## config.mk

```make
export PLATFORM = sky130hd
export DESIGN_NAME = dvs_cell
export DESIGN_NICKNAME = d
export VERILOG_FILES = /design/src/rtl/dvs_pkg.sv /design/src/rtl/dvs_cell.sv
export SDC_FILE = /design/constraint.sdc
export NUM_CORES = 1
export LEC_CHECK = 0
export BUFFER_PORTS_ARGS = -buffer_cell sky130_fd_sc_hd__buf_2
export CAP_MARGIN = 0
export CORE_ASPECT_RATIO = 1.4
export CORE_MARGIN = 2
export CORE_UTILIZATION = 35
export CTS_BUF_LIST = sky130_fd_sc_hd__clkbuf_16
export DETAILED_ROUTE_END_ITERATION = 12
export PLACE_DENSITY = 0.68
export SYNTH_ARGS = -nofsm -noshare
export SYNTH_HDL_FRONTEND = slang
export SYNTH_SLANG_ARGS = --single-unit
```

## constraint.sdc

```tcl
create_clock -name clk -period 2.7 [get_ports clk]
set_input_delay 0.27 -clock clk [delete_from_list [all_inputs] [get_ports clk]]
set_output_delay 0.27 -clock clk [all_outputs]
set_load 0.1 [all_outputs]
```

## src/rtl/dvs_pkg.sv

```systemverilog
// Shared types and codes of the distinct value sorter.
// Holds the transaction payload structs, the status codes and the cell operations.
// Depends on nothing; every other file of the block imports it.
package dvs_pkg;

    localparam int unsigned VALUE_W  = 31;
    localparam int unsigned STATUS_W = 2;

    // Status codes carried in a result.
    localparam logic [STATUS_W-1:0] STATUS_OK        = 2'd0;
    localparam logic [STATUS_W-1:0] STATUS_DUPLICATE = 2'd1;
    localparam logic [STATUS_W-1:0] STATUS_CAPACITY  = 2'd2;

    // Input transaction payload.
    typedef struct packed {
        logic [VALUE_W-1:0] sample_value;
        logic               end_of_set;
    } in_item_t;

    // Output transaction payload.
    typedef struct packed {
        logic [VALUE_W-1:0]  sorted_value;
        logic [STATUS_W-1:0] status;
        logic                last_out;
    } out_item_t;

    // Contents of one storage cell.
    typedef struct packed {
        logic               valid;
        logic [VALUE_W-1:0] value;
    } entry_t;

    // Operation applied to every cell of the chain at once.
    typedef enum logic [1:0] {
        CELL_HOLD,
        CELL_INSERT,
        CELL_SHIFT,
        CELL_CLEAR
    } cell_op_t;

endpackage

```

## src/rtl/dvs_cell.sv

```systemverilog
// One cell of the sorted insertion chain: holds a single value and its valid flag.
// Talks to its two neighbors only; depends on dvs_pkg for entry_t and cell_op_t.
module dvs_cell (
    input  logic                    clk,
    input  logic                    rst_n,
    input  dvs_pkg::cell_op_t       op,
    input  logic [dvs_pkg::VALUE_W-1:0] sample_value,
    input  dvs_pkg::entry_t         prev_entry,
    input  logic                    prev_after,
    input  dvs_pkg::entry_t         next_entry,
    output dvs_pkg::entry_t         entry,
    output logic                    after,
    output logic                    equal
);
    import dvs_pkg::*;

    logic               valid_reg;
    logic               valid_next;
    logic [VALUE_W-1:0] value_reg;
    logic [VALUE_W-1:0] value_next;

    // This cell lies past the insertion point when it is empty or holds a greater value.
    assign after = !valid_reg || (value_reg > sample_value);
    assign equal = valid_reg && (value_reg == sample_value);

    assign entry.valid = valid_reg;
    assign entry.value = value_reg;

    // Next contents: keep, take the new value, take the left neighbor, take the right one, or clear.
    always_comb
    begin
        valid_next = valid_reg;
        value_next = value_reg;
        unique case (op)
            CELL_HOLD:
            begin
                valid_next = valid_reg;
            end
            CELL_INSERT:
            begin
                if (after)
                begin
                    if (prev_after)
                    begin
                        valid_next = prev_entry.valid;
                        value_next = prev_entry.value;
                    end
                    else
                    begin
                        valid_next = 1'b1;
                        value_next = sample_value;
                    end
                end
            end
            CELL_SHIFT:
            begin
                valid_next = next_entry.valid;
                value_next = next_entry.value;
            end
            CELL_CLEAR:
            begin
                valid_next = 1'b0;
            end
            default:
            begin
                valid_next = valid_reg;
            end
        endcase
    end

    // The valid flag is control state and is cleared by reset.
    always_ff @(posedge clk or negedge rst_n)
    begin
        if (!rst_n)
        begin
            valid_reg <= 1'b0;
        end
        else
        begin
            valid_reg <= valid_next;
        end
    end

    // The value itself is payload and needs no reset.
    always_ff @(posedge clk)
    begin
        value_reg <= value_next;
    end

endmodule

```

# After elaboration in Yosys (flattened, before gate mapping)
# Index checks and enable logic that the tools add are counted.
# totals
register_bits	32
inputBits	100
word_cells	22
# op_classes
order_cmp	1
eq_ne	5
n_mux	6
n_bitwise	1
reduce_logical	7
# ops
cell	n
$mux 31	2
$pmux 31 s2	1
$eq 31x31->1	1
$gt 31x31->1	1
$eq 2x2->1 const B	2
$reduce_and 2->1	2
$pmux 1 s3	1
$eq 2x1->1 const B	1
$logic_not 2->1	1
$mux 1	2
$ne 2x2->1 const B	1
$reduce_bool 2->1	1
$logic_and 1x1->1	1
$logic_not 1->1	1
$logic_or 1x1->1	1
$not 1->1	1

# Logic depth before layout (Yosys ltp)
# logic_depth
word_depth	4
mapped_depth	8
ltp_nobuf	8

# Least setup slack after synthesis
# OpenSTA, ideal clock, no wires.
# synth_timing
path_type	register to register
from	register value_reg[21]
to	register value_reg[0] (enable)
setup_ns	0.402
arrival_ns	3.489
required_time_ns	2.298
setup_slack_ns	-1.191
path_stages_with_launch	8
cell_sequence	edfxtp_1 ha_1 nand4_2 nor4_2 and4_1 a21oi_1 and4b_1 or2_1
# synth_between
elab_chain_len	4
# synth_lines
item	line_no	source
start, declared	dvs_cell.sv:19	logic [VALUE_W-1:0] value_reg;
start signal, assigned	dvs_cell.sv:87	value_reg <= value_next;
$gt 31x31->1	dvs_cell.sv:23	assign after = !valid_reg || (value_reg > sample_value);
$logic_or 1x1->1	dvs_cell.sv:23	
$ne 2x2->1 (no source line)	n/a	
$reduce_and 2->1 (no source line)	n/a	
# No other way between the ends.
# A chain may end at the register's enable or synchronous reset.

# Worst setup path in the final report
# layout_timing
from	register value_reg[25]
to	output after
# layout_between
elab_chain_len	2
# layout_lines
item	line_no	source
$gt 31x31->1	dvs_cell.sv:23	
$logic_or 1x1->1	dvs_cell.sv:23	
end, declared	dvs_cell.sv:12	output logic after,
# No other way between the ends.

==> results.sh <==
export IMPL_slew_viol_final=0
export IMPL_coreArea_mm2=0.006892
export IMPL_numCtsBuffers=5
export IMPL_cts_sinks=32
export IMPL_drt_iter0_drc=65
export IMPL_synth_area_per_cell_um2=9.602
export IMPL_cts_tree="yes"
export IMPL_start_util_pct=35.53
export IMPL_critPathLaunchType="flip-flop"
export IMPL_num_rows=36
export IMPL_end_kind="output pin"
export IMPL_p_leak_nw=1.734
export IMPL_grt_pass1_vias=2217
export IMPL_hpwl_um=5286
export IMPL_p_int_w=0.001172
export IMPL_synth_top_family_by_area="adder cells"
export IMPL_syn2layout_area_growth_pct=41.13
export IMPL_p_sw_w=0.0008174
export IMPL_root_buffer="clkbuf_16"
export IMPL_io_buffers=133
export IMPL_critical_path_peak_fanout=3
export IMPL_finalSetupViolCount=0
export IMPL_grtUsageTotal_pct=16.56
export IMPL_rsz0062_at_grt="no"
export IMPL_clock_latency_ns=0.27
export IMPL_p_seq_share_pct=32.5
export IMPL_synth_compound_area_share_pct=13.34
export IMPL_largest_reg_flops=31
export IMPL_grt_overflow=0
export IMPL_antenna_found_initial=0
export IMPL_period_share_pct=94.67
export IMPL_synth_cell_types=34
export IMPL_worst_pin_slew_ns=0.5550
export IMPL_yosys_mux_area_fraction_pct=12.67
export IMPL_yosysTopAreaCell="edfxtp_1"
export IMPL_path_cells="ha_1 -> a21o_1 -> a2111oi_4 -> o31a_2 -> nand4_1 -> and2_2 -> buf_12"
export IMPL_crit_type="reg2out"
export IMPL_htree_levels=2
export IMPL_die_x_um=74.69
export IMPL_gp_congestion=0.7298
export IMPL_clock_skew_final_ns=0.003172
export IMPL_min_path_type="in2reg"
export IMPL_tns_ns=0
export IMPL_vias=2282
export IMPL_power_frac_comb_pct=41.0
export IMPL_synthAdderAreaFrac_pct=15.84
export IMPL_grt_pass1_wl_um=9756
export IMPL_clk_path_buf_depth=2
export IMPL_grt_max_degree=38
export IMPL_synth_simple_gate_area_share_pct=12.21
export IMPL_avgRoutedWirePerCell_um=13.52
export IMPL_finalCriticalPeriod_ns=2.556
export IMPL_layout_drive_gt1_share_pct=39.85
export IMPL_antenna_left=0
export IMPL_dp_slack_ns=0.04304
export IMPL_fillers=673
export IMPL_clkTransAtPathRegs_ns=0.05
export IMPL_clkPwrFrac_pct=26.5
export IMPL_worst_slack_ns=0.1438
export IMPL_layout_nets=519
export IMPL_die_area_mm2=0.007690
export IMPL_synth_nets=386
export IMPL_arrival_ns=2.29
export IMPL_ios=134
export IMPL_insertedDiodeCount=0
export IMPL_cap_viol_max_count=0
export IMPL_power_density_mw_per_mm2=575.7
export IMPL_synth_cells=255
export IMPL_synthXorXnorAreaFrac_pct=0
export IMPL_synth_seq_area_share_pct=39.04
export IMPL_ys_ff_latch=32
export IMPL_yosys_warnings=0
export IMPL_slew_headroom_pct=62.92
export IMPL_hold_violations=0
export IMPL_fp_dieH_um=103.0
export IMPL_worst_path_max_delay_cell="edfxtp_1"
export IMPL_power_switching_share_pct=41.09
export IMPL_via_per_inst=4.715
export IMPL_max_stage_delay_ns=0.39
export IMPL_drc=0
export IMPL_wirelength_um=6545
export IMPL_firstDrtPassIters=4
export IMPL_synth_area_leaders="edfxtp_1 38%, ha_1 16%, mux2i_1 13%"
export IMPL_ir_drop_mv=0.3287
export IMPL_critPathRequiredTime_ns=2.43
export IMPL_synth_area_mm2=0.002449
export IMPL_fmax_mhz=391.2
export IMPL_status="finished, final reports clean"
export IMPL_synth_top_area_share_pct=38.02
==> worst paths after layout <==
| path | to | from | cells after the start | slack, ns |
|---|---|---|---|---|
| max | after | value_reg[25]$_DFFE_PP_ | 7 | 0.14 |
| min | valid_reg$_DFFE_PN0P_ | next_entry[31] | 2 | 0.23 |
| max reg2reg | value_reg[27]$_DFFE_PP_ | value_reg[25]$_DFFE_PP_ | 7 | 0.20 |
| min reg2reg | valid_reg$_DFFE_PN0P_ | valid_reg$_DFFE_PN0P_ | 3 | 0.84 |
| max in group asynchronous | valid_reg$_DFFE_PN0P_ | rst_n | 2 | 2.30 |
| min in group asynchronous | valid_reg$_DFFE_PN0P_ | rst_n | 2 | 0.32 |
==> layout by cell type (no fill, tap or decap), drive strengths merged, types with 5 or more instances in the layout <==
cell	synthesis	routed
clkbuf	9	5
buf	3	136
o21ai	34	34
inv	32	34
ha	31	31
nand2	36	36
a21oi	10	10
mux2i	31	31
nor2	5	5
edfxtp	31	31
nand4	8	8
==> layer usage <==
metal  up-vias  track usage [%]  wire length, um
met4         0            5.495               87
met2        78            30.97             3548
li1       1186                -                -
met5         -                0                0
met3         7            2.835              339
met1      1011            18.57             2570
==> per-stage QoR <==
stage / util [%] / hold slack, ns / area [um2] / instances / power [W]
3_3_place_gp: 47.53 / 0.04555 / 3276 / 474 / 0.001449
6_report: 50.15 / 0.2288 / 3456 / 484 / 0.001989
2_1_floorplan: - / -0.02559 / 2495 / 255 / 0.001256
3_5_place_dp: 47.53 / 0.04927 / 3276 / 474 / 0.001463
5_1_grt: 50.15 / 0.2407 / 3456 / 484 / 0.002085
4_1_cts: 49.66 / 0.2229 / 3422 / 483 / 0.001997
==> logic make-up (layout without fill, tap and decap cells) <==
group,count (synthesis),after routing
DFF,32,32
buffers and inverters,44,177
and+or+nand+nor,61,62
muxes,31,31
adders and majority gates,31,31
AOI/OAI and AO/OA,56,56
==> worst max-delay path, delay by kind of cell (launching register included) <==
kind | cells | cell delay, ns
buffers and inverters | 1 | 0.16
and+or+nand+nor | 2 | 0.35
AOI/OAI and AO/OA | 3 | 0.79
DFF | 1 | 0.39
adders and majority gates | 1 | 0.32
==> what timing repair did <==
item                                    4_1_cts  5_1_grt
resized for setup                             0        3
hold buffers                                  1        0
endpoints found under the setup margin        0       32
hold endpoints to repair                      1        0
buffers inserted                              0        0
==> Yosys cell counts <==
library cell  instances
a2111oi_2             1
a311oi_1              1
o31ai_1               1
o21ai_0              34
nand2_1              36
nor3_1                1
a2bb2oi_1             1
nand3_1               2
and4b_1               1
ha_1                 31
nand3b_1              1
o31a_2                1
dfrtp_1               1
nor2b_1               1
a221oi_1              1
buf_1                 2
nand2b_1              1
a211oi_1              2
clkbuf_1              9
nand4_2               1
nor2_1                5
and4_1                2
or2_1                 1
nor4_2                1
o21a_1                1
nand4_1               7
a21o_1                2
a221o_1               1
mux2i_1              31
edfxtp_1             31
inv_1                32
buf_4                 1
and2_2                1
a21oi_1              10
==> area by class of cell <==
class	count	area [um2]	area share [%]
multi-input cells	180	1411	40.84
flip-flops and latches	32	955.9	27.66
clock inverters	3	11.26	0.3259
repair buffers	137	713.2	20.64
well taps	95	118.9	3.440
clock buffers	5	125.1	3.621
inverters	32	120.1	3.476
==> power by group through the flow <==
stage	logic, W	registers, W	clock network (W)
after detailed placement	0.000807	0.000656	0
final	0.000815	0.000646	0.000528
after floorplan	0.000271	0.000985	0
after CTS	0.000812	0.000647	0.000539
after global placement	0.000797	0.000653	0
after global routing	0.000876	0.000652	0.000557
(Power assumes the default switching activity.)
